`config.mk`:
```
export PLATFORM = sky130hd
export DESIGN_NAME = fps_meta
export DESIGN_NICKNAME = d
export VERILOG_FILES = /design/src/rtl/fps_pkg.sv /design/src/rtl/fps_meta.sv
export SDC_FILE = /design/constraint.sdc
export NUM_CORES = 1
export LEC_CHECK = 0
export BUFFER_PORTS_ARGS = -buffer_cell sky130_fd_sc_hd__buf_2
export CORE_MARGIN = 5
export CORE_UTILIZATION = 56
export DETAILED_ROUTE_END_ITERATION = 12
export PLACE_DENSITY = 0.77
export REMOVE_ABC_BUFFERS = 1
export SETUP_SLACK_MARGIN = 0.1
export SLEW_MARGIN = 20
export SYNTH_ARGS = -nofsm -noshare
export SYNTH_HDL_FRONTEND = slang
export SYNTH_SLANG_ARGS = --single-unit
export TNS_END_PERCENT = 50
```
`constraint.sdc`:
```
create_clock -name clk_i -period 2 [get_ports clk_i]
set_input_delay 0.5 -clock clk_i [delete_from_list [all_inputs] [get_ports clk_i]]
set_output_delay 0.5 -clock clk_i [all_outputs]
set_load 0.005 [all_outputs]
```
`src/rtl/fps_pkg.sv`:
```
`default_nettype none

package fps_pkg;

  localparam int unsigned SLOT_MAX      = 16;
  localparam int unsigned SLOT_W        = 4;
  localparam int unsigned BLK_W         = 128;
  localparam int unsigned DEF_SLOTS     = 16;
  localparam int unsigned DEF_BLOCKS    = 64;
  localparam int unsigned DEF_TOY_BLOCK = 1;

  localparam logic [7:0] RDY_B1   = 8'h02;
  localparam logic [7:0] RDY_B2   = 8'h18;
  localparam logic [7:0] ACT_B2   = 8'hFF;
  localparam logic [7:0] ACT_PLO  = 8'h77;
  localparam logic [7:0] QRY_HIT  = 8'h10;
  localparam logic [7:0] QRY_ERR  = 8'h01;
  localparam logic [7:0] STS_MARK = 8'h01;
  localparam logic [3:0] SLOT_MSK = 4'h0F;

  typedef enum logic [3:0] {
    KIND_READY       = 4'd0,
    KIND_ACTIVATE    = 4'd1,
    KIND_COLOR       = 4'd2,
    KIND_QUERY       = 4'd3,
    KIND_WRITE       = 4'd4,
    KIND_STATUS_TICK = 4'd5,
    KIND_SET_PRESENT = 4'd6,
    KIND_LOAD_BLOCK  = 4'd7,
    KIND_CLEAR       = 4'd8,
    KIND_SYNC        = 4'd9,
    KIND_READ_STATE  = 4'd10
  } kind_e;

  typedef enum logic [2:0] {
    RESP_READY    = 3'd0,
    RESP_ACTIVATE = 3'd1,
    RESP_COLOR    = 3'd2,
    RESP_QUERY    = 3'd3,
    RESP_WRITE    = 3'd4,
    RESP_STATUS   = 3'd5,
    RESP_STATE    = 3'd6
  } resp_e;

  typedef struct packed {
    logic              set_toy;
    logic              mark;
    logic              drop;
    logic              sync;
    logic              set_active;
    logic              active_val;
    logic              count_inc;
    logic [SLOT_W-1:0] slot;
    logic [15:0]       toy;
    logic [15:0]       keep;
  } meta_cmd_t;

  typedef struct packed {
    logic [SLOT_MAX-1:0] present;
    logic                active;
    logic [7:0]          count;
    logic [15:0]         current_toy;
  } meta_stat_t;

endpackage

`default_nettype wire

```
`src/rtl/fps_meta.sv`:
```
`default_nettype none

module fps_meta (
  input  wire logic                clk_i,
  input  wire logic                rst_ni,
  input  wire fps_pkg::meta_cmd_t  cmd_i,
  output fps_pkg::meta_stat_t      stat_o
);
  import fps_pkg::*;

  logic [SLOT_MAX-1:0] present_q, present_d;
  logic [15:0]         toy_q [SLOT_MAX];
  logic [15:0]         toy_d [SLOT_MAX];
  logic                active_q, active_d;
  logic [7:0]          count_q, count_d;
  logic [15:0]         cur_toy;

  always_comb begin
    present_d = present_q;
    toy_d     = toy_q;
    active_d  = active_q;
    count_d   = count_q;
    if (cmd_i.set_toy) begin
      toy_d[cmd_i.slot]     = cmd_i.toy;
      present_d[cmd_i.slot] = 1'b1;
    end
    if (cmd_i.mark) begin
      present_d[cmd_i.slot] = 1'b1;
    end
    if (cmd_i.drop) begin
      toy_d[cmd_i.slot]     = '0;
      present_d[cmd_i.slot] = 1'b0;
    end
    if (cmd_i.sync) begin
      for (int i = 0; i < SLOT_MAX; i++) begin
        if (!cmd_i.keep[i] && present_q[i]) begin
          toy_d[i] = '0;
        end
      end
      present_d = present_q & cmd_i.keep;
    end
    if (cmd_i.set_active) begin
      active_d = cmd_i.active_val;
    end
    if (cmd_i.count_inc) begin
      count_d = count_q + 8'd1;
    end
  end

  always_ff @(posedge clk_i or negedge rst_ni) begin
    if (!rst_ni) begin
      present_q <= '0;
      active_q  <= 1'b0;
      count_q   <= '0;
      for (int i = 0; i < SLOT_MAX; i++) begin
        toy_q[i] <= '0;
      end
    end else begin
      present_q <= present_d;
      active_q  <= active_d;
      count_q   <= count_d;
      toy_q     <= toy_d;
    end
  end

  // lowest present slot wins
  always_comb begin
    cur_toy = '0;
    for (int i = SLOT_MAX - 1; i >= 0; i--) begin
      if (present_q[i]) begin
        cur_toy = toy_q[i];
      end
    end
  end

  assign stat_o.present     = present_q;
  assign stat_o.active      = active_q;
  assign stat_o.count       = count_q;
  assign stat_o.current_toy = cur_toy;

endmodule

`default_nettype wire

```
# [After elaboration in Yosys (flattened, before gate mapping)]
# Index checks and enable logic that the tools add are counted.
# Widths: inputs -> output; s select.
[classes] addsub=1 mul=0 n_div=0 order_cmp=4 eq_ne=0 shift=0 mux=44 n_bitwise=8 n_reduce_logical=34
[op_table] operator="$mux 256" count=3
[op_table] operator="$mux 16" count=37
[op_table] operator="$and 256x256->256" count=1
[op_table] operator="$bwmux 256" count=1
[op_table] operator="$not 256->256" count=1
[op_table] operator="$demux 16 s4" count=1
[op_table] operator="$and 16x16->16" count=2
[op_table] operator="$or 16x16->16" count=2
[op_table] operator="$logic_and 1x1->1" count=18
[op_table] operator="$logic_not 1->1" count=16
[op_table] operator="$not 16->16" count=1
[op_table] operator="$add 8x1->8 const B" count=1
[op_table] operator="$ge 5x5->1 const B" count=1
[op_table] operator="$lt 4x5->1 const B" count=1
[op_table] operator="$lt 5x1->1 const B" count=1
[op_table] operator="$not 4->5" count=1
[op_table] operator="$demux 1 s4" count=1
[op_table] operator="$ge 4x1->1 const B" count=1
[op_table] operator="$mux 1" count=1
[totals] regBits=281 latch_bits=0 mem_bits_rw=0 romBits=0 in_bits=45 out_inout_bits=41 elab_cells=110 mem_count=0

# [Logic depth before layout (Yosys ltp)]
# Gate-level depths: netlist of run 1.
[depth] ltp_word=16 depth_mapped=7 mapped_depth_nobuf=4

# [Worst setup path before layout of run 1]
# OpenSTA, ideal clock, no wires.
[synth_timing] path_kind="flip-flop to output port" from="reg present_q[5]" to="out stat_o[10] (netlist name)" t_arrival_ns=1.517 t_required_ns=1.500 slack_ns=-0.017 path_stages_with_launch=7 cell_sequence="dfrtp_1 > nor2b_1 > buf_2 > buf_6 > a2111o_1 > o2bb2ai_1 > a41o_1"
[synth_lines] element="start, declared" line_no="fps_meta.sv:11" rtl="logic [SLOT_MAX-1:0] present_q, present_d;"
[synth_lines] element="start signal, assigned" line_no="fps_meta.sv:59" rtl="present_q <= present_d;"
[synth_lines] element="end, declared" line_no="fps_meta.sv:7" rtl="output fps_pkg::meta_stat_t stat_o"

==> results.sh, run 1 <==
export IMPL_grt_setup_unrepaired="yes"
export IMPL_drive_above_1_share=0.255
export IMPL_coreArea_um2=26100
export IMPL_grt_total_usage=0.332
export IMPL_drtPass1Iterations=6
export IMPL_ys_flop_type="dfrtp_1"
export IMPL_slew_headroom=0.461
export IMPL_post_route_min_period_ns=2.87
export IMPL_worstSetupStartpointType="flip-flop"
export IMPL_drtIter0Drc=1853
export IMPL_mostFrequentLayoutCells="nand2_1 (561), dfrtp_1 (276), a21oi_1 (186), buf_2 (83), buf_4 (81)"
export IMPL_p_sw_w=0.00492
export IMPL_drc=0
export IMPL_io_pins=86
export IMPL_period_share=1.43
export IMPL_r2r_start="present_q[4]$_DFF_PN0_"
export IMPL_gr_total_overflow=0
export IMPL_synthCells=1658
export IMPL_synth_edf_count=0
export IMPL_routed_wl_um=51200
export IMPL_power_frac_comb=0.191
export IMPL_crit_start="present_q[13]$_DFF_PN0_"
export IMPL_nNetsFinal=1809
export IMPL_via_per_inst=6.50
export IMPL_critPathMaxFanout=16
export IMPL_worstHoldPathType="input port to flip-flop"
export IMPL_wl_per_cell_um=24.1
export IMPL_critPathCaptureType="output port"
export IMPL_dp_hpwl_um=33600
export IMPL_ff2ff_setup_slack_ns=0.27
export IMPL_rr_endpoint="toy_q[190]$_DFF_PN0_"
export IMPL_p_clk_frac=0.371
export IMPL_clock_path_buffers=3
export IMPL_final_max_slew_viol_count=0
export IMPL_finalWorstSetupSlack_ns=-0.867
export IMPL_clkLatencyLatePin_ns=0.58
export IMPL_die_h_um=173
export IMPL_syn_to_final_growth_pct=20.8
export IMPL_power_density_nw_per_um2=920
export IMPL_ys_seq_area_frac=0.474
export IMPL_sequentialPowerShare=0.439
export IMPL_grt_pass1_wl_um=79800
export IMPL_fmax_ghz=0.349
export IMPL_cts_tree="done"
export IMPL_port_buffers=85
export IMPL_p_total_w=0.0165
export IMPL_p_sw_frac=0.298
export IMPL_yosys_area_top_type_share=0.474
export IMPL_tightest_slew_ns=0.808
export IMPL_fill_cells=1974
export IMPL_min_path_cells=2
export IMPL_cp_arrival_ns=2.37
export IMPL_clock_sinks=281
export IMPL_dieArea_um2=29800
export IMPL_multi_input_comb_area_um2=7070
export IMPL_gp_congestion=0.981
export IMPL_setup_violations=16
export IMPL_peakVddDrop_uv=882
export IMPL_path_clk_slew_ns=0.06
export IMPL_cp_required_ns=1.50
export IMPL_synth_area_um2=14800
export IMPL_finClkSkew_ns=0.0194
export IMPL_synthDistinctLibCells=48
export IMPL_htreeDepth=1
export IMPL_violations="negative setup slack"
export IMPL_status="complete, but fails checks"
export IMPL_synth_seq_cells=281
export IMPL_cts_root_buf="clkbuf_16"
export IMPL_ant_nets=0
export IMPL_final_common_cell="nand2_1"
export IMPL_yosysWarnings=0
export IMPL_first_global_vias=13886
export IMPL_async_reset_ff_frac=1.00
export IMPL_drv_cap=0
export IMPL_internal_power_w=0.0116
export IMPL_yosysTopAreaCell="dfrtp_1"
export IMPL_finalHoldViolations=0
export IMPL_reg2reg_depth=5
export IMPL_grt_start_max_net_pins=50
export IMPL_avgSynthCellArea_um2=8.94
export IMPL_vias=13808
export IMPL_dpl_cell_count=2055
export IMPL_ff_latch_area_um2=7040
export IMPL_stdcell_count=2124
export IMPL_initial_core_util=0.569
export IMPL_p_leak_nw=7.79
export IMPL_worstSetupEndpoint="stat_o[14]"
export IMPL_rows=59
export IMPL_crit_type="flip-flop to output port"
export IMPL_dieWidth_um=173
export IMPL_cts_buffers=31
export IMPL_place_ws_ns=-0.363
export IMPL_antenna_found_initial=2
export IMPL_synthTopCellsByArea="dfrtp_1 (47%), nand2_1 (14%), a21oi_1 (6.3%)"
==> routing by layer <==
| layer | track usage | routed length [µm] | vias to the layer above |
|---|---|---|---|
| met4 | 0.142 | 2750 | 6 |
| met5 | 0 | 89 | - |
| met3 | 0.0838 | 5460 | 202 |
| li1 | - | - | 5967 |
| met1 | 0.441 | 19500 | 6743 |
| met2 | 0.521 | 23400 | 890 |
==> Yosys cell counts, types with 26 or more instances <==
master	n
and2_1	32
nor2b_1	37
clkbuf_1	64
a21oi_2	70
o21ai_0	32
buf_6	29
buf_2	34
o211ai_1	32
nand2_1	561
buf_4	26
dfrtp_1	281
a21oi_1	186
a221oi_1	32
==> worst min-delay path by stage <==
stage	to	slack (ns)	startpoint
after detailed placement	toy_q[158]$_DFF_PN0_	0.43	rst_ni
after CTS	active_q$_DFFE_PN0P_	0.15	cmd_i[37]
after global placement	toy_q[158]$_DFF_PN0_	0.43	rst_ni
after floorplan	active_q$_DFFE_PN0P_	0.20	rst_ni
final	active_q$_DFFE_PN0P_	0.16	cmd_i[37]
after global routing	active_q$_DFFE_PN0P_	0.16	cmd_i[37]
==> cell families (layout without fill, tap and decap cells) <==
kind of cell,count (synthesis),in the layout,synth area share
multiplexers,2,2,0.00152
AND/OR/NAND/NOR,725,725,0.226
AO/OA/AOI/OAI,480,480,0.227
buffers and inverters,162,292,0.0668
XOR/XNOR,7,7,0.00413
other,0,1,0
flip-flops,281,281,0.474
adder cells (fa/ha/maj),1,1,0.000844
==> power groups by stage <==
| stage | combinational (W) | clock, W | sequential (W) |
|---|---|---|---|
| global route | 0.00338 | 0.00635 | 0.00730 |
| detailed placement | 0.00294 | 0 | 0.00724 |
| floorplan | 0.00157 | 0 | 0.00709 |
| finish | 0.00314 | 0.00611 | 0.00722 |
| CTS | 0.00305 | 0.00613 | 0.00717 |
| global placement | 0.00285 | 0 | 0.00722 |
==> registers in the layout, summed over array words and instances (netlist names) <==
signal and count:
active_q 1, count_q 8, present_q 16, toy_q 256
==> repair_timing <==
| action | CTS | global route |
|---|---|---|
| gates cloned | 3 | 0 |
| hold endpoints to repair | 35 | 0 |
| resized for setup | 53 | 17 |
| pin swaps | 33 | 15 |
| setup endpoints to repair | 19 | 21 |
| setup buffers | 7 | 2 |
| hold buffers | 1 | 0 |
==> final cells by class <==
cell class	count	area share
multi-input combinational	1215	0.394
sequential	281	0.393
timing repair buffer	230	0.126
clock buffer	38	0.0481
tap	335	0.0234
clock inverter	20	0.0136
inverter	4	0.000978
antenna	1	0.000140
==> worst max-delay path, cell delays in order (launching register included) <==
cell      delay [ns]
dfrtp_1         0.38
or2_1           0.27
buf_12          0.17
buf_4           0.15
a221oi_2        0.21
o211ai_1        0.22
a41o_1          0.26
buf_2           0.13
==> per-stage QoR <==
step                setup TNS, ns  area [µm²]   util  hold slack [ns]
floorplan                   -7.09       13900      -            0.204
global placement            -3.62       16300  0.626            0.433
detailed placement          -4.57       16300  0.626            0.430
CTS                        -12.04       17800  0.684            0.145
global route               -13.25       17900  0.687            0.156
finish                     -12.72       17900  0.687            0.159
(Power assumes the default switching activity.)
==> run 2: changes to the inputs <==
Settings changed: CORE_UTILIZATION 56 to 57, CTS_BUF_LIST set to sky130_fd_sc_hd__clkbuf_4 sky130_fd_sc_hd__clkbuf_8, GPL_TIMING_DRIVEN set to 0, PLACE_DENSITY 0.77 to 0.78.
==> run 2 against run 1 <==
The flow still finishes with violations (negative setup slack). Routed wire length rose by 1.9%. Flip-flop and latch count did not move. Worst setup slack got worse by 0.033 ns. First-iteration DRC count rose by 11%. Worst hold slack improved by 0.0096 ns. Clock power fell by 7.0%. Total power fell by 2.2%. Count of clock-buffer cells in the layout rose by 45. Via count rose by 0.81%. Critical path depth fell by 1. Combinational power rose by 2%. Critical endpoint is now stat_o[10].
==> results.sh, run 2 (synthesized netlist as in run 1, its figures left out) <==
export IMPL_status="complete, but fails checks"
export IMPL_violations="negative setup slack"
export IMPL_grt_start_max_net_pins=97
export IMPL_port_buffers=85
export IMPL_r2r_start="present_q[12]$_DFF_PN0_"
export IMPL_io_pins=86
export IMPL_mostFrequentLayoutCells="nand2_1 (554), dfrtp_1 (266), a21oi_1 (186), buf_2 (78), a21oi_2 (70)"
export IMPL_fill_cells=1964
export IMPL_sequentialPowerShare=0.448
export IMPL_min_to="active_q$_DFFE_PN0P_"
export IMPL_hold_slack_ns=0.168
export IMPL_critPathCaptureType="output port"
export IMPL_drtIter0Drc=2063
export IMPL_finalHoldViolations=0
export IMPL_top_regs="toy_q (256), present_q (16), count_q (8)"
export IMPL_fmax_ghz=0.345
export IMPL_antenna_found_initial=0
export IMPL_peakVddDrop_uv=737
export IMPL_nNetsFinal=1767
export IMPL_clock_sinks=281
export IMPL_first_global_vias=13274
export IMPL_setup_violations=16
export IMPL_p_total_w=0.0161
export IMPL_ant_nets=0
export IMPL_drtPass1Iterations=8
export IMPL_worstHoldPathType="input port to flip-flop"
export IMPL_p_clk_frac=0.353
export IMPL_gp_congestion=0.924
export IMPL_holdCritStartpoint="cmd_i[37]"
export IMPL_critPathMaxFanout=6
export IMPL_rr_endpoint="toy_q[48]$_DFF_PN0_"
export IMPL_syn_to_final_growth_pct=17.9
export IMPL_cp_required_ns=1.50
export IMPL_drv_cap=0
export IMPL_cts_root_buf="clkbuf_8"
export IMPL_cts_tree="done"
export IMPL_regMostFlops="toy_q"
export IMPL_crit_type="flip-flop to output port"
export IMPL_die_h_um=171
export IMPL_n_antenna_cell=0
export IMPL_finClkSkew_ns=0.0239
export IMPL_period_share=1.45
export IMPL_cp_arrival_ns=2.40
export IMPL_clkLatencyLatePin_ns=0.58
export IMPL_internal_power_w=0.0112
export IMPL_grt_pass1_wl_um=77900
export IMPL_initial_core_util=0.574
export IMPL_dp_hpwl_um=29400
export IMPL_rows=59
export IMPL_grt_total_usage=0.346
export IMPL_p_sw_frac=0.307
export IMPL_coreArea_um2=25800
export IMPL_power_density_nw_per_um2=921
export IMPL_htreeDepth=2
export IMPL_wl_per_cell_um=24.9
export IMPL_grt_setup_unrepaired="yes"
export IMPL_worstSetupStartpointType="flip-flop"
export IMPL_final_common_cell="nand2_1"
export IMPL_path_clk_slew_ns=0.06
export IMPL_dieArea_um2=29300
export IMPL_slew_headroom=0.305
export IMPL_clock_path_buffers=3
export IMPL_vias=13920
export IMPL_final_max_slew_viol_count=0
export IMPL_p_leak_nw=7.49
export IMPL_dieWidth_um=171
export IMPL_p_sw_w=0.00495
export IMPL_cts_buffers=48
export IMPL_largest_register_ffs=256
export IMPL_routed_wl_um=52200
export IMPL_drive_above_1_share=0.276
export IMPL_via_per_inst=6.64
export IMPL_drc=0
export IMPL_tightest_slew_ns=1.04
export IMPL_reg2reg_depth=5
export IMPL_min_path_cells=2
export IMPL_ff2ff_setup_slack_ns=0.17
export IMPL_power_frac_comb=0.199
export IMPL_gr_total_overflow=0
export IMPL_finalWorstSetupSlack_ns=-0.900
export IMPL_post_route_min_period_ns=2.90
[run 2: changes by cell type in the layout (fill, tap and decap cells not counted), moves of 14 or more]
cell / previous run / this run
clkbuf_8: 6 / 65
buf_12: 50 / 15
buf_4: 81 / 50
clkbuf_16: 31 / 1
clkbuf_4: 0 / 18
a22oi_1: 14 / 0
a22oi_2: 2 / 16
[run 2: area by class of cell]
| class | instances | area (µm²) | share of cell area |
|---|---|---|---|
| Inverter | 4 | 30.0 | 0.00172 |
| Timing Repair Buffer | 168 | 1430 | 0.0816 |
| Multi-Input combinational cell | 1218 | 7480 | 0.427 |
| Clock inverter | 6 | 33.8 | 0.00193 |
| Tap cell | 335 | 419 | 0.0240 |
| Clock buffer | 83 | 1030 | 0.0589 |
| Sequential cell | 281 | 7080 | 0.405 |
[run 2: per-stage QoR]
stage	TNS, ns	worst slack, ns	utilization	instances	cell area (µm²)
2_1_floorplan	-7.09	-0.443	-	1500	13900
3_3_place_gp	-1449.67	-4.89	0.569	1920	14700
3_5_place_dp	-96.56	-1.35	0.573	1923	14800
4_1_cts	-13.13	-0.851	0.665	2086	17200
5_1_grt	-14.00	-0.925	0.677	2095	17500
6_report	-13.68	-0.900	0.677	2095	17500
[run 2: timing repair]
| action | 4_1_cts | 5_1_grt |
|---|---|---|
| setup endpoints to repair | 130 | 103 |
| cloned | 4 | 1 |
| pin swaps | 38 | 30 |
| setup buffers | 69 | 9 |
| endpoints found under the hold margin | 50 | 0 |
| gates resized for setup | 139 | 43 |
| hold buffers | 1 | 0 |
[run 2: routing by layer]
metal	routed length (µm)	global-route usage	share of wire	up-vias
met4	3200	0.182	0.061	0
met5	0	0	0	-
met1	19400	0.464	0.37	6792
met3	6690	0.103	0.13	245
li1	-	-	-	5874
met2	22800	0.509	0.44	1009
[run 2: power by group through the flow]
stage / registers [W] / logic, W / clock network (W)
floorplan: 0.00709 / 0.00157 / 0
global placement: 0.00720 / 0.00253 / 0
detailed placement: 0.00725 / 0.00264 / 0
CTS: 0.00718 / 0.00303 / 0.00566
global route: 0.00730 / 0.00342 / 0.00596
finish: 0.00722 / 0.00321 / 0.00568
[run 2: worst max-delay path by stage]
| stage | endpoint | slack, ns | start |
|---|---|---|---|
| after floorplan | stat_o[0] | -0.44 | present_q[4]$_DFF_PN0_ |
| after global placement | toy_q[216]$_DFF_PN0_ | -4.89 | rst_ni |
| after global routing | stat_o[14] | -0.93 | present_q[5]$_DFF_PN0_ |
| after detailed placement | stat_o[7] | -1.35 | present_q[4]$_DFF_PN0_ |
| final | stat_o[10] | -0.90 | present_q[14]$_DFF_PN0_ |
| after CTS | stat_o[14] | -0.85 | present_q[6]$_DFF_PN0_ |
[run 2: worst max-delay path, cell delays in order (launching register included)]
cell,delay (ns)
dfrtp_4,0.51
nor2b_4,0.22
buf_12,0.16
a221oi_4,0.08
o211ai_1,0.48
a41o_1,0.26
buf_2,0.13
