===== config.mk =====
export PLATFORM = sky130hd
export DESIGN_NAME = fps_ctrl
export DESIGN_NICKNAME = d
export VERILOG_FILES = /design/src/rtl/fps_pkg.sv /design/src/rtl/fps_ctrl.sv
export SDC_FILE = /design/constraint.sdc
export NUM_CORES = 1
export LEC_CHECK = 0
export BUFFER_PORTS_ARGS = -buffer_cell sky130_fd_sc_hd__buf_2
export CAP_MARGIN = 5
export CORE_AREA = 2 2 276 278
export CTS_CLUSTER_SIZE = 40
export DETAILED_ROUTE_END_ITERATION = 12
export DIE_AREA = 0 0 278 280
export GPL_ROUTABILITY_DRIVEN = 0
export PLACE_DENSITY_LB_ADDON = 0.12
export SYNTH_ARGS = -nofsm -noshare
export SYNTH_HDL_FRONTEND = slang
export SYNTH_SLANG_ARGS = --single-unit

===== constraint.sdc =====
create_clock -name clk_i -period 20.2 [get_ports clk_i]
set_input_delay 4.04 -clock clk_i [delete_from_list [all_inputs] [get_ports clk_i]]
set_output_delay 4.04 -clock clk_i [all_outputs]
set_load 0.05 [all_outputs]

===== src/rtl/fps_pkg.sv =====
`default_nettype none

package fps_pkg;

  localparam int unsigned SLOT_MAX      = 16;
  localparam int unsigned SLOT_W        = 4;
  localparam int unsigned BLK_W         = 128;
  localparam int unsigned DEF_SLOTS     = 16;
  localparam int unsigned DEF_BLOCKS    = 64;
  localparam int unsigned DEF_TOY_BLOCK = 1;

  localparam logic [7:0] RDY_B1   = 8'h02;
  localparam logic [7:0] RDY_B2   = 8'h18;
  localparam logic [7:0] ACT_B2   = 8'hFF;
  localparam logic [7:0] ACT_PLO  = 8'h77;
  localparam logic [7:0] QRY_HIT  = 8'h10;
  localparam logic [7:0] QRY_ERR  = 8'h01;
  localparam logic [7:0] STS_MARK = 8'h01;
  localparam logic [3:0] SLOT_MSK = 4'h0F;

  typedef enum logic [3:0] {
    KIND_READY       = 4'd0,
    KIND_ACTIVATE    = 4'd1,
    KIND_COLOR       = 4'd2,
    KIND_QUERY       = 4'd3,
    KIND_WRITE       = 4'd4,
    KIND_STATUS_TICK = 4'd5,
    KIND_SET_PRESENT = 4'd6,
    KIND_LOAD_BLOCK  = 4'd7,
    KIND_CLEAR       = 4'd8,
    KIND_SYNC        = 4'd9,
    KIND_READ_STATE  = 4'd10
  } kind_e;

  typedef enum logic [2:0] {
    RESP_READY    = 3'd0,
    RESP_ACTIVATE = 3'd1,
    RESP_COLOR    = 3'd2,
    RESP_QUERY    = 3'd3,
    RESP_WRITE    = 3'd4,
    RESP_STATUS   = 3'd5,
    RESP_STATE    = 3'd6
  } resp_e;

  typedef struct packed {
    logic              set_toy;
    logic              mark;
    logic              drop;
    logic              sync;
    logic              set_active;
    logic              active_val;
    logic              count_inc;
    logic [SLOT_W-1:0] slot;
    logic [15:0]       toy;
    logic [15:0]       keep;
  } meta_cmd_t;

  typedef struct packed {
    logic [SLOT_MAX-1:0] present;
    logic                active;
    logic [7:0]          count;
    logic [15:0]         current_toy;
  } meta_stat_t;

endpackage

`default_nettype wire


===== src/rtl/fps_ctrl.sv =====
`default_nettype none

module fps_ctrl #(
  parameter int unsigned SLOTS     = 16,
  parameter int unsigned BLOCKS    = 64,
  parameter int unsigned TOY_BLOCK = 1,
  parameter int unsigned DEPTH     = SLOTS * BLOCKS,
  parameter int unsigned ADDR_W    = (DEPTH > 1) ? $clog2(DEPTH) : 1
) (
  input  wire logic                       clk_i,
  input  wire logic                       rst_ni,
  input  wire logic                       start,
  output logic                            busy,
  input  wire logic [3:0]                 kind_i,
  input  wire logic [fps_pkg::SLOT_W-1:0] slot_i,
  input  wire logic [7:0]                 block_i,
  input  wire logic [7:0]                 byte_a_i,
  input  wire logic [7:0]                 byte_b_i,
  input  wire logic [7:0]                 byte_c_i,
  input  wire logic                       arg_present_i,
  input  wire logic [63:0]                data_lo_i,
  input  wire logic [63:0]                data_hi_i,
  input  wire logic [15:0]                toy_id_i,
  input  wire logic [15:0]                keep_mask_i,
  output logic                            done_o,
  output logic [2:0]                      resp_kind_o,
  output logic [7:0]                      byte1_o,
  output logic [7:0]                      byte2_o,
  output logic [63:0]                     payload_lo_o,
  output logic [63:0]                     payload_hi_o,
  output logic                            mem_we_o,
  output logic [ADDR_W-1:0]               mem_waddr_o,
  output logic [fps_pkg::BLK_W-1:0]       mem_wdata_o,
  output logic                            mem_re_o,
  output logic [ADDR_W-1:0]               mem_raddr_o,
  input  wire logic [fps_pkg::BLK_W-1:0]  mem_rdata_i,
  output fps_pkg::meta_cmd_t              meta_cmd_o,
  input  wire fps_pkg::meta_stat_t        meta_stat_i
);
  import fps_pkg::*;

  localparam logic [1:0] ST_CLEAR = 2'd0;
  localparam logic [1:0] ST_IDLE  = 2'd1;
  localparam logic [1:0] ST_EXEC  = 2'd2;

  localparam logic        TOY_OK = (TOY_BLOCK < BLOCKS);
  localparam logic [ADDR_W-1:0] LAST_ADDR = ADDR_W'(DEPTH - 1);

  logic [1:0]         state_q, state_d;
  logic [ADDR_W-1:0]  clr_q, clr_d;
  logic               accept;
  logic               slot_ok, blk_ok, addr_ok;
  logic [ADDR_W-1:0]  addr;

  logic [3:0]         kind_q;
  logic [SLOT_W-1:0]  slot_q;
  logic [7:0]         block_q, ba_q, bb_q, bc_q;
  logic               arg_q, slot_ok_q, addr_ok_q;
  logic [63:0]        dlo_q, dhi_q;
  logic [15:0]        toy_q, keep_q;
  logic [ADDR_W-1:0]  addr_q;

  logic               emit;
  logic [2:0]         rk;
  logic [7:0]         b1, b2;
  logic [63:0]        plo, phi;
  logic               wr_en;
  logic [BLK_W-1:0]   wr_data;
  logic               act_new;
  logic               hit;
  logic [31:0]        packed_bits;
  meta_cmd_t          mcmd;

  logic               done_q;
  logic [2:0]         rk_q;
  logic [7:0]         b1_q, b2_q;
  logic [63:0]        plo_q, phi_q;

  assign accept  = start && (state_q == ST_IDLE);
  assign slot_ok = ({1'b0, slot_i} < 5'(SLOTS));
  assign blk_ok  = ({1'b0, block_i} < 9'(BLOCKS));

  always_comb begin
    if (kind_i == KIND_SET_PRESENT) begin
      addr    = ADDR_W'(slot_i) * ADDR_W'(BLOCKS) + ADDR_W'(TOY_BLOCK);
      addr_ok = slot_ok && TOY_OK;
    end else begin
      addr    = ADDR_W'(slot_i) * ADDR_W'(BLOCKS) + ADDR_W'(block_i);
      addr_ok = slot_ok && blk_ok;
    end
  end

  always_ff @(posedge clk_i) begin
    if (accept) begin
      kind_q    <= kind_i;
      slot_q    <= slot_i & SLOT_MSK;
      block_q   <= block_i;
      ba_q      <= byte_a_i;
      bb_q      <= byte_b_i;
      bc_q      <= byte_c_i;
      arg_q     <= arg_present_i;
      dlo_q     <= data_lo_i;
      dhi_q     <= data_hi_i;
      toy_q     <= toy_id_i;
      keep_q    <= keep_mask_i;
      slot_ok_q <= slot_ok;
      addr_ok_q <= addr_ok;
      addr_q    <= addr;
    end
  end

  assign mem_re_o    = accept && addr_ok;
  assign mem_raddr_o = addr;

  always_comb begin
    for (int i = 0; i < SLOT_MAX; i++) begin
      packed_bits[2*i]   = meta_stat_i.present[i];
      packed_bits[2*i+1] = 1'b0;
    end
  end

  assign act_new = arg_q && (ba_q != 8'd0);
  assign hit     = addr_ok_q && meta_stat_i.present[slot_q];

  always_comb begin
    emit    = 1'b0;
    rk      = RESP_READY;
    b1      = '0;
    b2      = '0;
    plo     = '0;
    phi     = '0;
    wr_en   = 1'b0;
    wr_data = {dhi_q, dlo_q};
    mcmd    = '0;
    mcmd.slot = slot_q;
    mcmd.toy  = toy_q;
    mcmd.keep = keep_q;
    case (kind_q)
      KIND_READY: begin
        emit = 1'b1;
        rk   = RESP_READY;
        b1   = RDY_B1;
        b2   = RDY_B2;
      end
      KIND_ACTIVATE: begin
        emit            = 1'b1;
        rk              = RESP_ACTIVATE;
        b1              = {7'd0, act_new};
        b2              = ACT_B2;
        plo             = 64'(ACT_PLO);
        mcmd.set_active = 1'b1;
        mcmd.active_val = act_new;
      end
      KIND_COLOR: begin
        emit = 1'b1;
        rk   = RESP_COLOR;
        b1   = ba_q;
        b2   = bb_q;
        plo  = 64'(bc_q);
      end
      KIND_QUERY: begin
        emit = 1'b1;
        rk   = RESP_QUERY;
        b2   = block_q;
        if (hit) begin
          b1  = QRY_HIT + {4'd0, slot_q};
          plo = mem_rdata_i[63:0];
          phi = mem_rdata_i[127:64];
        end else begin
          b1 = QRY_ERR;
        end
      end
      KIND_WRITE: begin
        emit  = 1'b1;
        rk    = RESP_WRITE;
        b2    = block_q;
        wr_en = addr_ok_q;
      end
      KIND_STATUS_TICK: begin
        emit           = meta_stat_i.active;
        rk             = RESP_STATUS;
        b1             = packed_bits[7:0];
        b2             = packed_bits[15:8];
        plo            = {32'd0, STS_MARK, meta_stat_i.count, packed_bits[31:16]};
        mcmd.count_inc = meta_stat_i.active;
      end
      KIND_SET_PRESENT: begin
        wr_en        = addr_ok_q;
        wr_data      = {mem_rdata_i[127:16], toy_q};
        mcmd.set_toy = slot_ok_q;
      end
      KIND_LOAD_BLOCK: begin
        wr_en     = addr_ok_q;
        mcmd.mark = addr_ok_q;
      end
      KIND_CLEAR: begin
        mcmd.drop = slot_ok_q;
      end
      KIND_SYNC: begin
        mcmd.sync = 1'b1;
      end
      KIND_READ_STATE: begin
        emit = 1'b1;
        rk   = RESP_STATE;
      end
      default: begin
        emit = 1'b0;
      end
    endcase
  end

  always_comb begin
    state_d     = state_q;
    clr_d       = clr_q;
    mem_we_o    = 1'b0;
    mem_waddr_o = addr_q;
    mem_wdata_o = wr_data;
    meta_cmd_o  = '0;
    case (state_q)
      ST_CLEAR: begin
        mem_we_o    = 1'b1;
        mem_waddr_o = clr_q;
        mem_wdata_o = '0;
        clr_d       = clr_q + 1'b1;
        if (clr_q == LAST_ADDR) begin
          state_d = ST_IDLE;
        end
      end
      ST_IDLE: begin
        if (accept) begin
          state_d = ST_EXEC;
        end
      end
      ST_EXEC: begin
        mem_we_o   = wr_en;
        meta_cmd_o = mcmd;
        state_d    = ST_IDLE;
      end
      default: begin
        state_d = ST_IDLE;
      end
    endcase
  end

  always_ff @(posedge clk_i or negedge rst_ni) begin
    if (!rst_ni) begin
      state_q <= ST_CLEAR;
      clr_q   <= '0;
      done_q  <= 1'b0;
    end else begin
      state_q <= state_d;
      clr_q   <= clr_d;
      done_q  <= (state_q == ST_EXEC) && emit;
    end
  end

  always_ff @(posedge clk_i) begin
    if ((state_q == ST_EXEC) && emit) begin
      rk_q  <= rk;
      b1_q  <= b1;
      b2_q  <= b2;
      plo_q <= plo;
      phi_q <= phi;
    end
  end

  assign busy         = (state_q != ST_IDLE);
  assign done_o       = done_q;
  assign resp_kind_o  = rk_q;
  assign byte1_o      = b1_q;
  assign byte2_o      = b2_q;
  assign payload_lo_o = plo_q;
  assign payload_hi_o = phi_q;

endmodule

`default_nettype wire


# Word-level counts from Yosys, hierarchy flattened
# Index checks and enable logic that the tools add are counted.
# totals
ff_bits	372
in_bits	373
word_cells	83
# op_classes
add_sub_neg	4
n_lt_le_gt_ge	2
eq_ne	17
n_mux	26
n_reduce_logical	13
# op_table
op	n
$mux W128	2
$pmux W64 S4	1
$pmux W8 S5	2
$mux W64	1
$mux W43	1
$add A10 B1 Y10 const B	2
$eq A4 B3 Y1 const B	5
$mux W10	2
$pmux W3 S6	1
$eq A4 B4 Y1 const B	3
$add A10 B8 Y10	1
$eq A10 B10 Y1 const B	1
$eq A4 B2 Y1 const B	2
$lt A8 B7 Y1 const B	1
$mux W1	8
$reduce_bool A8 Y1	1
$add A5 B4 Y6 const A	1
$mux W2	3
$mux W6	1
$reduce_or A6 Y1	1
$logic_and A1 B1 Y1	5
$lt A4 B5 Y1 const B	1
$bmux W1 S4	1
$eq A4 B1 Y1 const B	1
11 further kinds	14

# Depth between registers and ports, before layout
# Gate-level depths: netlist (run 1).
# logic_depth
word_depth	5
depth_mapped	9
ltp_nobuf	5

# Worst setup path after synthesis (run 1)
# OpenSTA, ideal clock, no wires.
# synth_path
path_kind	input port to output port
from	input start
to	output mem_re_o
arrival_ns	14.008
required_ns	16.160
setup_slack_ns	2.152
stages	3
cell_sequence	inv_1 nor2_1 and2_1
# synth_between
elab_chain_len	2
# synth_lines
element	line	text
start, declared	fps_ctrl.sv:12	input wire logic start,
$logic_and A1 B1 Y1	fps_ctrl.sv:79	assign accept = start && (state_q == ST_IDLE);
net accept	fps_ctrl.sv:51	logic accept;
$logic_and A1 B1 Y1	fps_ctrl.sv:112	assign mem_re_o = accept && addr_ok;
end, declared	fps_ctrl.sv:34	output logic mem_re_o,
# The timed path passes the listed nets, and every way through them passes these cells.

# Worst setup path in the final report (run 1)
# layout_path
from	input block_i[6]
to	output mem_raddr_o[7]
# layout_between
elab_chain_len	2
# layout_lines
element	line	text
start, declared	fps_ctrl.sv:16	input wire logic [7:0] block_i,
$add A10 B8 Y10	fps_ctrl.sv:88	addr = ADDR_W'(slot_i) * ADDR_W'(BLOCKS) + ADDR_W'(block_i);
$mux W10	fps_ctrl.sv:84	if (kind_i == KIND_SET_PRESENT) begin
end, declared	fps_ctrl.sv:35	output logic [ADDR_W-1:0] mem_raddr_o,
# Every way passes these cells.

==> flow_summary.yaml, run 1 <==
worst_setup_path:
  cp_slowest_cell: "fa_1"
  crit_path_max_fanout: 3
  required_ns: 16.16
  crit_arrival_ns: 5.41
  reg2regPathDepth: 6
  path_buf_inv: 3
  crit_family: "adder cells"
  r2r_end: "payload_lo_o[47]"
  crit_path_frequent_cell: "buf_2"
  worstSetupEndpointType: "primary output"
  ff2ff_setup_slack_ns: 16.63
  cp_slowest_stage_delay_ns: 0.39
  crit_chain: "buf_2 -> ha_1 -> inv_1 -> fa_1 -> o21ai_0 -> buf_2"
  rr_startpoint: "slot_q[0]"
  startpoint_type: "primary input"
  cp.depth: 6
  critPathKind: "in2out"
final_layout:
  area_delta_synth_final_pct: 39.4
  regArea_mm2: 0.0111
  multiInputGateArea_mm2: 0.00385
  layout.cells.non_filler: 2867
  drive_above_1_share_pct: 42.5
  fillers: 7967
  nNetsFinal: 2229
sta:
  finClkSkew_ns: 0.0219
  setup_viol: 0
  fmax_mhz: 106
  tns_ns: 0
  min_period_ns: 9.45
  slew_headroom_pct: 17.0
  finalHoldViolCount: 0
  worst_slack_ns: 10.75
  worstMarginPinSlew_ns: 1.23
  fin_crit_sh_pct: 46.8
  slew_violations: 0
  rsz0062_at_grt: "false"
synthesis:
  synth_seq_cells: 372
  ys_async_sr_fraction_pct: 3.49
  syn-num-nets: 1541
  synth-edff-count: 359
  synth_common_cells: "edfxtp_1 (359), nand2_1 (285), and2_1 (145)"
  synth-adder-area-share_pct: 0.378
  ys.flop_type: "edfxtp_1"
  yosys_warnings: 0
  synthSimpleGateAreaFrac_pct: 15.2
  seq_area_frac_synth_pct: 72.8
  synth_top_family_by_area: "simple AND/OR/NAND/NOR gates"
  synth_top_area_cell: "edfxtp_1"
  synthMuxAreaShare_pct: 1.46
  synth_area_leaders: "edfxtp_1 (71%), nand2_1 (7.0%), and2_1 (6.0%)"
  synth_compound_area_share_pct: 7.21
  ys_types: 45
  synth_top_area_share_pct: 70.7
  synth_cells: 1164
  yosysMostFrequentCell: "edfxtp_1"
  synth_area_mm2: 0.0152
  avgSynthCellArea_um2: 13.1
  synthXorXnorAreaFrac_pct: 0.632
floorplanning:
  die_h_um: 280
  coreArea_mm2: 0.0752
  start_util_pct: 20.3
  num_rows: 101
  die_area_mm2: 0.0778
  die_w_um: 278
  boundaryPins: 715
routing:
  drt_pass1_iterations: 5
  vias: 11700
  drt_iter0_drc: 611
  antenna_left: 0
  drc: 0
  routedWlPerCell_um: 21.5
  vias_per_cell: 4.09
  wl_um: 61700
clocking:
  post_cts_resized: 0
  insertion_delay_ns: 0.57
  cts_setup_buffers: 0
  cts_root_buffer: "clkbuf_16"
  cts_tree: "yes"
  cts_hold_buf: 0
  cts_made_buffers: 46
  cts_max_level: 2
  clock-sinks: 372
  clock_path_buffers: 3
  clk_pin_slew_worst_paths_ns: 0.06
outcome:
  status: "completed"
power:
  power_frac_seq_pct: 35.5
  pwr-share-comb_pct: 37.7
  p_leak_nw: 8.76
  internal-power_w: 0.00167
  ir_worst_vdd_uv: 82.3
  switching_share_pct: 43.2
  power.density_mw_per_mm2: 138
  power.share.clock_pct: 26.8
  switchingPower_w: 0.00127
worst_hold_path:
  hold-path-cell-count: 1
  holdPathEnd: "clr_q[9]"
  hold_path.class: "reg2reg"
  hold_start: "clr_q[9]"
placed_design:
  dp_slack_ns: 10.73
  numPlacedInstances: 2782
  io_buffers: 698
  hpwl_um: 44200
global_routing:
  grt_max_degree: 96
  antenna_found_initial: 20
  grt_pass1_vias: 12100
  overflow: 0
  grt_pass1_wl_um: 86600
  globalRouteTotalUtil_pct: 15.1
flow_run:
  maxCapViolations: 0
==> logic make-up after synthesis <==
family | Yosys count
flops | 372
buf+inv | 84
xor+xnor | 11
simple gates | 490
mux | 18
fa+ha+maj | 4
compound gates | 185
==> layout make-up <==
cell class / count / area share [%]
sequential: 372 / 52.3
antenna: 10 / 0.118
tap: 978 / 5.76
clock buffer: 61 / 5.98
multi-input combinational: 708 / 18.1
inverter: 9 / 0.159
clock inverter: 14 / 0.518
timing repair buffer: 715 / 17.0
==> worst max path at each step <==
| stage | slack [ns] | start | to |
|---|---|---|---|
| 2_1_floorplan | 2.15 | start | mem_re_o |
| 3_3_place_gp | 10.69 | block_i[6] | mem_raddr_o[8] |
| 3_5_place_dp | 10.73 | block_i[6] | mem_raddr_o[8] |
| 4_1_cts | 10.73 | block_i[6] | mem_raddr_o[8] |
| 5_1_grt | 10.64 | block_i[6] | mem_raddr_o[7] |
| 6_report | 10.75 | block_i[6] | mem_raddr_o[7] |
==> metrics by stage <==
stage	total power, W	util (%)	hold WS, ns	area (um2)
2_1_floorplan	0.00188	-	0.454	15200
3_3_place_gp	0.00218	26.4	0.502	19800
3_5_place_dp	0.00218	26.4	0.495	19800
4_1_cts	0.00299	28.2	0.507	21200
5_1_grt	0.00306	28.2	0.547	21200
6_report	0.00294	28.3	0.512	21200
==> cell usage in the layout (no fill, tap or decap), types with 12 or more instances in the layout <==
cell type / count
and2_1: 145
mux2_2: 14
clkbuf_1: 12
buf_2: 698
a221o_1: 13
a22o_1: 16
dfrtp_1: 13
edfxtp_1: 359
buf_4: 17
nand2_1: 285
nor2_1: 14
a21oi_1: 136
clkbuf_16: 49
==> sequential cells by signal, indices dropped and copies added, names as in the netlist, 10 cells and up <==
register      cells
addr_q           10
clr_q            10
dhi_q            64
dlo_q            64
keep_q           16
payload_hi_o     64
payload_lo_o     64
toy_q            16
==> power groups by stage <==
stage / clock network (W) / logic (W) / registers [W]
after floorplan: 0 / 0.000700 / 0.00118
after global placement: 0 / 0.00113 / 0.00106
after detailed placement: 0 / 0.00112 / 0.00106
after CTS: 0.000818 / 0.00113 / 0.00104
after global routing: 0.000845 / 0.00117 / 0.00105
final: 0.000788 / 0.00111 / 0.00104
==> per-layer routing <==
layer  vias up  routed length, um  GRT usage [%]  part of all wire (%)
met3        79               5480           5.60                   8.9
met1      5614              24000           17.3                    39
met2       507              31000           26.4                    50
li1       5513                  -              -                     -
met5         -                 72              0                  0.12
met4        12               1160           4.13                   1.9
Note: power is estimated with default switching activity, not from simulation.
==> run 2: changes to the inputs <==
--- a/config.mk
+++ b/config.mk
@@ -7,10 +7,10 @@
 export LEC_CHECK = 0
 export BUFFER_PORTS_ARGS = -buffer_cell sky130_fd_sc_hd__buf_2
 export CAP_MARGIN = 5
-export CORE_AREA = 2 2 276 278
+export CORE_AREA = 2 2 275 277
 export CTS_CLUSTER_SIZE = 40
 export DETAILED_ROUTE_END_ITERATION = 12
-export DIE_AREA = 0 0 278 280
+export DIE_AREA = 0 0 277 279
 export GPL_ROUTABILITY_DRIVEN = 0
 export PLACE_DENSITY_LB_ADDON = 0.12
 export SYNTH_ARGS = -nofsm -noshare
==> constraint.sdc (replaced) <==
create_clock -name clk_i -period 7.85 [get_ports clk_i]
set_input_delay 1.57 -clock clk_i [delete_from_list [all_inputs] [get_ports clk_i]]
set_output_delay 1.57 -clock clk_i [all_outputs]
set_load 0.05 [all_outputs]
==> run 2 against run 1 <==
Compared with the run above:
- critical path depth unchanged
- critical path type is now reg2out
- sequential share of layout area decreased by 0.44 points
- core utilization is 0.67 points higher
- die area down 0.72%
- clock-buffer cell count up 1
- setup slack lost 8.1 ns
- global-route usage increased by 0.42 points
- via count grew 0.27%
- wire length rose by 1.3%
- combinational power grew to 2.6 times the previous value
==> flow_summary.yaml, run 2 (synthesized netlist as in run 1, its figures left out) <==
floorplanning:
  start_util_pct: 20.6
  num_rows: 100
  coreArea_mm2: 0.0741
  boundaryPins: 715
  die_area_mm2: 0.0773
  die_h_um: 279
  die_w_um: 277
clocking:
  clock_path_buffers: 3
  clk_pin_slew_worst_paths_ns: 0.06
  clock-sinks: 372
  cts_hold_buf: 0
  cts_root_buffer: "clkbuf_16"
  post_cts_resized: 0
  insertion_delay_ns: 0.58
  cts_setup_buffers: 0
  cts_tree: "yes"
  cts_made_buffers: 46
  cts_max_level: 2
final_layout:
  area_delta_synth_final_pct: 40.5
  stdcell_area_mm2: 0.0214
  mostFrequentLayoutCells: "buf_2 (698), edfxtp_1 (359), nand2_1 (285)"
  drive_above_1_share_pct: 43.0
  final_common_cell: "buf_2"
  nNetsFinal: 2229
worst_hold_path:
  hold_path.class: "reg2reg"
  hold-path-cell-count: 1
  hold_start: "clr_q[6]"
  holdPathEnd: "clr_q[6]"
routing:
  antenna_left: 0
  drt_iter0_drc: 568
  vias: 11800
  wl_um: 62500
  routedWlPerCell_um: 21.8
  drt_pass1_iterations: 5
  vias_per_cell: 4.10
  drc: 0
sta:
  tns_ns: 0
  slew_violations: 0
  rsz0062_at_grt: "false"
  finalHoldViolCount: 0
  whs_ns: 0.517
  fmax_mhz: 194
  setup_viol: 0
  slew_headroom_pct: 27.2
  worstMarginPinSlew_ns: 1.09
  finClkSkew_ns: 0.0260
  min_period_ns: 5.15
  fin_crit_sh_pct: 65.7
global_routing:
  grt_max_degree: 87
  antenna_found_initial: 17
  grt_pass1_wl_um: 88100
  overflow: 0
  globalRouteTotalUtil_pct: 15.6
  grt_pass1_vias: 12400
worst_setup_path:
  critPathKind: "reg2out"
  crit_path_max_fanout: 37
  required_ns: 6.28
  rr_startpoint: "state_q[1]"
  worstSetupEndpointType: "primary output"
  r2r_end: "dlo_q[58]"
  reg2regPathDepth: 5
  critPathLaunch: "kind_q[2]"
  startpoint_type: "register"
  ff2ff_setup_slack_ns: 4.27
  crit_arrival_ns: 3.58
power:
  power_frac_seq_pct: 34.7
  ir_worst_vdd_uv: 159
  p_leak_nw: 8.86
  internal-power_w: 0.00443
  switchingPower_w: 0.00329
  switching_share_pct: 42.6
  pwr-share-comb_pct: 37.0
  power.density_mw_per_mm2: 360
  power.share.clock_pct: 28.3
placed_design:
  hpwl_um: 45100
  dpl_cell_area_mm2: 0.0199
  io_buffers: 698
flow_run:
  maxCapViolations: 0
outcome:
  status: "completed"
## run 2: worst max path at each step
| stage | end | slack, ns | cells after the start |
|---|---|---|---|
| 4_1_cts | mem_wdata_o[47] | 2.52 | 7 |
| 2_1_floorplan | mem_re_o | 0.86 | 3 |
| 3_3_place_gp | mem_wdata_o[47] | 3.18 | 7 |
| 5_1_grt | mem_wdata_o[47] | 2.43 | 7 |
| 6_report | mem_wdata_o[47] | 2.70 | 6 |
| 3_5_place_dp | mem_wdata_o[47] | 3.14 | 7 |
## run 2: power by group through the flow
stage | Combinational [W] | Sequential, W | Clock [W]
3_3_place_gp | 0.00290 | 0.00272 | 0
4_1_cts | 0.00291 | 0.00269 | 0.00227
3_5_place_dp | 0.00290 | 0.00273 | 0
6_report | 0.00286 | 0.00268 | 0.00218
5_1_grt | 0.00301 | 0.00271 | 0.00234
2_1_floorplan | 0.00181 | 0.00294 | 0
## run 2: critical path, stage by stage, from the launching register on
cell,delay [ns]
edfxtp_1,0.74
nand2_1,0.26
nor2_4,0.70
buf_4,0.53
nand2_1,0.10
a21oi_1,0.28
buf_2,0.33
## run 2: final cells by class
class	instances	area, um2
sequential	372	11100
clock buffer	62	1340
clock inverter	24	211
inverter	9	33.8
fill	7825	52600
multi-input combinational	708	3850
timing repair buffer	715	3650
tap	969	1210
antenna	11	27.5
## run 2: stage by stage
step	setup slack (ns)	total power [W]	cells	utilization, %
after global routing	2.43	0.00807	2865	28.9
final	2.70	0.00772	2870	28.9
after CTS	2.52	0.00787	2859	28.9
after global placement	3.18	0.00563	2773	26.8
after floorplan	0.864	0.00475	1164	-
after detailed placement	3.14	0.00562	2773	26.8
## run 2: layer usage
layer	track usage, %	share of wire, %	vias to the layer above
met4	4.06	1.8	14
met1	17.7	39	5671
met5	0	0.14	-
met2	27.5	51	462
li1	-	-	5526
met3	5.62	8.6	84
==> run 3: changes to the inputs <==
--- a/config.mk
+++ b/config.mk
@@ -5,12 +5,13 @@
 export SDC_FILE = /design/constraint.sdc
 export NUM_CORES = 1
 export LEC_CHECK = 0
+export ABC_AREA = 1
 export BUFFER_PORTS_ARGS = -buffer_cell sky130_fd_sc_hd__buf_2
 export CAP_MARGIN = 5
-export CORE_AREA = 2 2 275 277
+export CORE_AREA = 2 2 277 279
 export CTS_CLUSTER_SIZE = 40
 export DETAILED_ROUTE_END_ITERATION = 12
-export DIE_AREA = 0 0 277 279
+export DIE_AREA = 0 0 279 281
 export GPL_ROUTABILITY_DRIVEN = 0
 export PLACE_DENSITY_LB_ADDON = 0.12
 export SYNTH_ARGS = -nofsm -noshare
==> constraint.sdc (replaced) <==
create_clock -name clk_i -period 4.7 [get_ports clk_i]
set_input_delay 0.94 -clock clk_i [delete_from_list [all_inputs] [get_ports clk_i]]
set_output_delay 0.94 -clock clk_i [all_outputs]
set_load 0.05 [all_outputs]
==> run 3 against run 2 <==
Compared with the run above:
- cell count rose by 6.0%
- sequential share of layout area fell by 0.83 points
- wire length fell by 0.30%
- setup slack got worse by 2.0 ns
- synthesized cell count rose by 13%
- combinational power rose by 67%
- register-to-register slack got worse by 2.4 ns
- sequential power rose by 62%
- via count rose by 6.5%
- clock skew rose by 0.0053 ns
- critical path type unchanged
==> flow_summary.yaml, run 3 <==
worst_setup_path:
  reg2regPathDepth: 9
  crit_chain: "nor2_1 -> nand2_1 -> buf_4 -> inv_6 -> buf_4 -> o21ai_0 -> a21oi_1 -> buf_2"
  required_ns: 3.76
  crit_arrival_ns: 3.05
  startpoint_type: "register"
  cp_slowest_cell: "edfxtp_1"
  rr_startpoint: "slot_q[0]"
  crit_path_max_fanout: 56
  critPathKind: "reg2out"
  worstSetupEndpointType: "primary output"
  crit_path_frequent_cell: "buf_4"
  critPathLaunch: "kind_q[3]"
  cp_slowest_stage_delay_ns: 0.42
  path_buf_inv: 4
  crit_family: "buffers and inverters"
  cp.depth: 8
routing:
  drt_pass1_iterations: 5
  drt_iter0_drc: 750
  routedWlPerCell_um: 20.5
  vias_per_cell: 4.12
  wl_um: 62300
  antenna_left: 0
  vias: 12500
  drc: 0
sta:
  min_period_ns: 3.99
  finalHoldViolCount: 0
  worst_slack_ns: 0.708
  setup_viol: 0
  finClkSkew_ns: 0.0313
  fin_crit_sh_pct: 84.9
  tns_ns: 0
  worstMarginPinSlew_ns: 0.978
  rsz0062_at_grt: "false"
  fmax_mhz: 251
  slew_violations: 0
  slew_headroom_pct: 34.7
power:
  power.density_mw_per_mm2: 597
  switchingPower_w: 0.00550
  p_leak_nw: 10.0
  ir_worst_vdd_uv: 252
  switching_share_pct: 42.3
  pwr-share-comb_pct: 36.7
  internal-power_w: 0.00749
  power_frac_seq_pct: 33.3
  power.share.clock_pct: 29.9
final_layout:
  drive_above_1_share_pct: 40.5
  final_common_cell: "buf_2"
  area_delta_synth_final_pct: 41.2
  nNetsFinal: 2397
  mostFrequentLayoutCells: "buf_2 (698), edfxtp_1 (359), inv_1 (191)"
global_routing:
  overflow: 0
  grt_pass1_wl_um: 87000
  grt_max_degree: 84
  met2_usage_pct: 26.2
  gr-max-usage-layer: "met2"
  grt_pass1_vias: 12700
  globalRouteTotalUtil_pct: 15.1
  antenna_found_initial: 15
  use_met1_pct: 17.7
  met3_usage_pct: 4.85
clocking:
  post_cts_resized: 0
  insertion_delay_ns: 0.59
  clock_path_buffers: 3
  cts_root_buffer: "clkbuf_16"
  clock-sinks: 372
  cts_hold_buf: 0
  cts_tree: "yes"
  cts_made_buffers: 47
  cts_setup_buffers: 0
  cts_max_level: 2
  clk_pin_slew_worst_paths_ns: 0.06
placed_design:
  hpwl_um: 46100
  dp_slack_ns: 1.27
  io_buffers: 698
synthesis:
  seq_area_frac_synth_pct: 72.0
  synth_seq_cells: 372
  synth_cells: 1319
  synth_top_area_cell: "edfxtp_1"
  ys_async_sr_fraction_pct: 3.49
  synth_common_cells: "edfxtp_1 (359), inv_1 (193), nor2_1 (179)"
  ys_types: 37
  syn-num-nets: 1696
  synth_area_mm2: 0.0154
  avgSynthCellArea_um2: 11.7
  synth-edff-count: 359
  ys.flop_type: "edfxtp_1"
  yosysMostFrequentCell: "edfxtp_1"
  synth_area_leaders: "edfxtp_1 (70%), inv_1 (4.7%), o21ai_0 (4.5%)"
  yosys_warnings: 0
  synth_top_area_share_pct: 69.9
floorplanning:
  start_util_pct: 20.4
  die_w_um: 279
  boundaryPins: 715
  die_area_mm2: 0.0784
  die_h_um: 281
  num_rows: 101
  coreArea_mm2: 0.0754
worst_hold_path:
  hold_path.class: "in2async"
flow_run:
  maxCapViolations: 0
outcome:
  status: "completed"
==> run 3: changes by cell type after synthesis, sizes merged, moves of 20 or more <==
cell | previous run | this run
inv | 9 | 199
nor2 | 19 | 200
nand2 | 285 | 118
and2 | 145 | 0
o21ai | 6 | 141
clkbuf | 58 | 26
buf | 17 | 46
nand3 | 1 | 25
nand4 | 5 | 25
==> run 3: path summary, 6_finish.rpt <==
path | to | slack (ns)
setup / recovery | mem_wdata_o[9] | 0.71
min in group clk_i | clr_q[8] | 0.50
max in group asynchronous | clr_q[0] | 4.18
hold reg to reg | clr_q[8] | 0.50
hold / removal | clr_q[6] | 0.26
setup reg to reg | payload_lo_o[37] | 1.91
==> run 3: cells by family after synthesis <==
family          share of synthesized area (%)
compound gates                           9.36
flops                                    72.0
simple gates                             10.5
fa+ha+maj                               0.373
buf+inv                                  7.13
xor+xnor                                0.568
==> run 3: power by group through the flow <==
stage | Combinational, W | Clock (W) | Sequential (W)
after floorplan | 0.00318 | 0 | 0.00458
after global placement | 0.00484 | 0 | 0.00439
after detailed placement | 0.00484 | 0 | 0.00440
after CTS | 0.00485 | 0.00403 | 0.00433
after global routing | 0.00508 | 0.00413 | 0.00437
final | 0.00477 | 0.00389 | 0.00433
==> run 3: area by class of cell <==
cell class | instances | area [um2]
Clock inverter | 30 | 339
Antenna cell | 5 | 12.5
Clock buffer | 58 | 1310
Sequential cell | 372 | 11100
Timing Repair Buffer | 724 | 3790
Fill cell | 8137 | 53700
Multi-Input combinational cell | 674 | 3230
Tap cell | 978 | 1220
Inverter | 201 | 768
==> run 3: through the flow <==
| step | std cells | util (%) | area [um2] | power [W] | hold slack (ns) |
|---|---|---|---|---|---|
| floorplan | 1319 | - | 15400 | 0.00777 | 0.463 |
| finish | 3042 | 28.9 | 21800 | 0.0130 | 0.264 |
| CTS | 3037 | 28.8 | 21800 | 0.0132 | 0.221 |
| detailed placement | 2949 | 26.7 | 20100 | 0.00924 | 0.489 |
| global route | 3039 | 28.9 | 21800 | 0.0136 | 0.250 |
| global placement | 2949 | 26.7 | 20100 | 0.00924 | 0.487 |
==> run 3: routing by layer <==
layer	vias to the layer above	share of wire, %
met5	-	0.17
met4	16	2.8
met3	98	8.2
met2	505	49
met1	5983	40
li1	5916	-
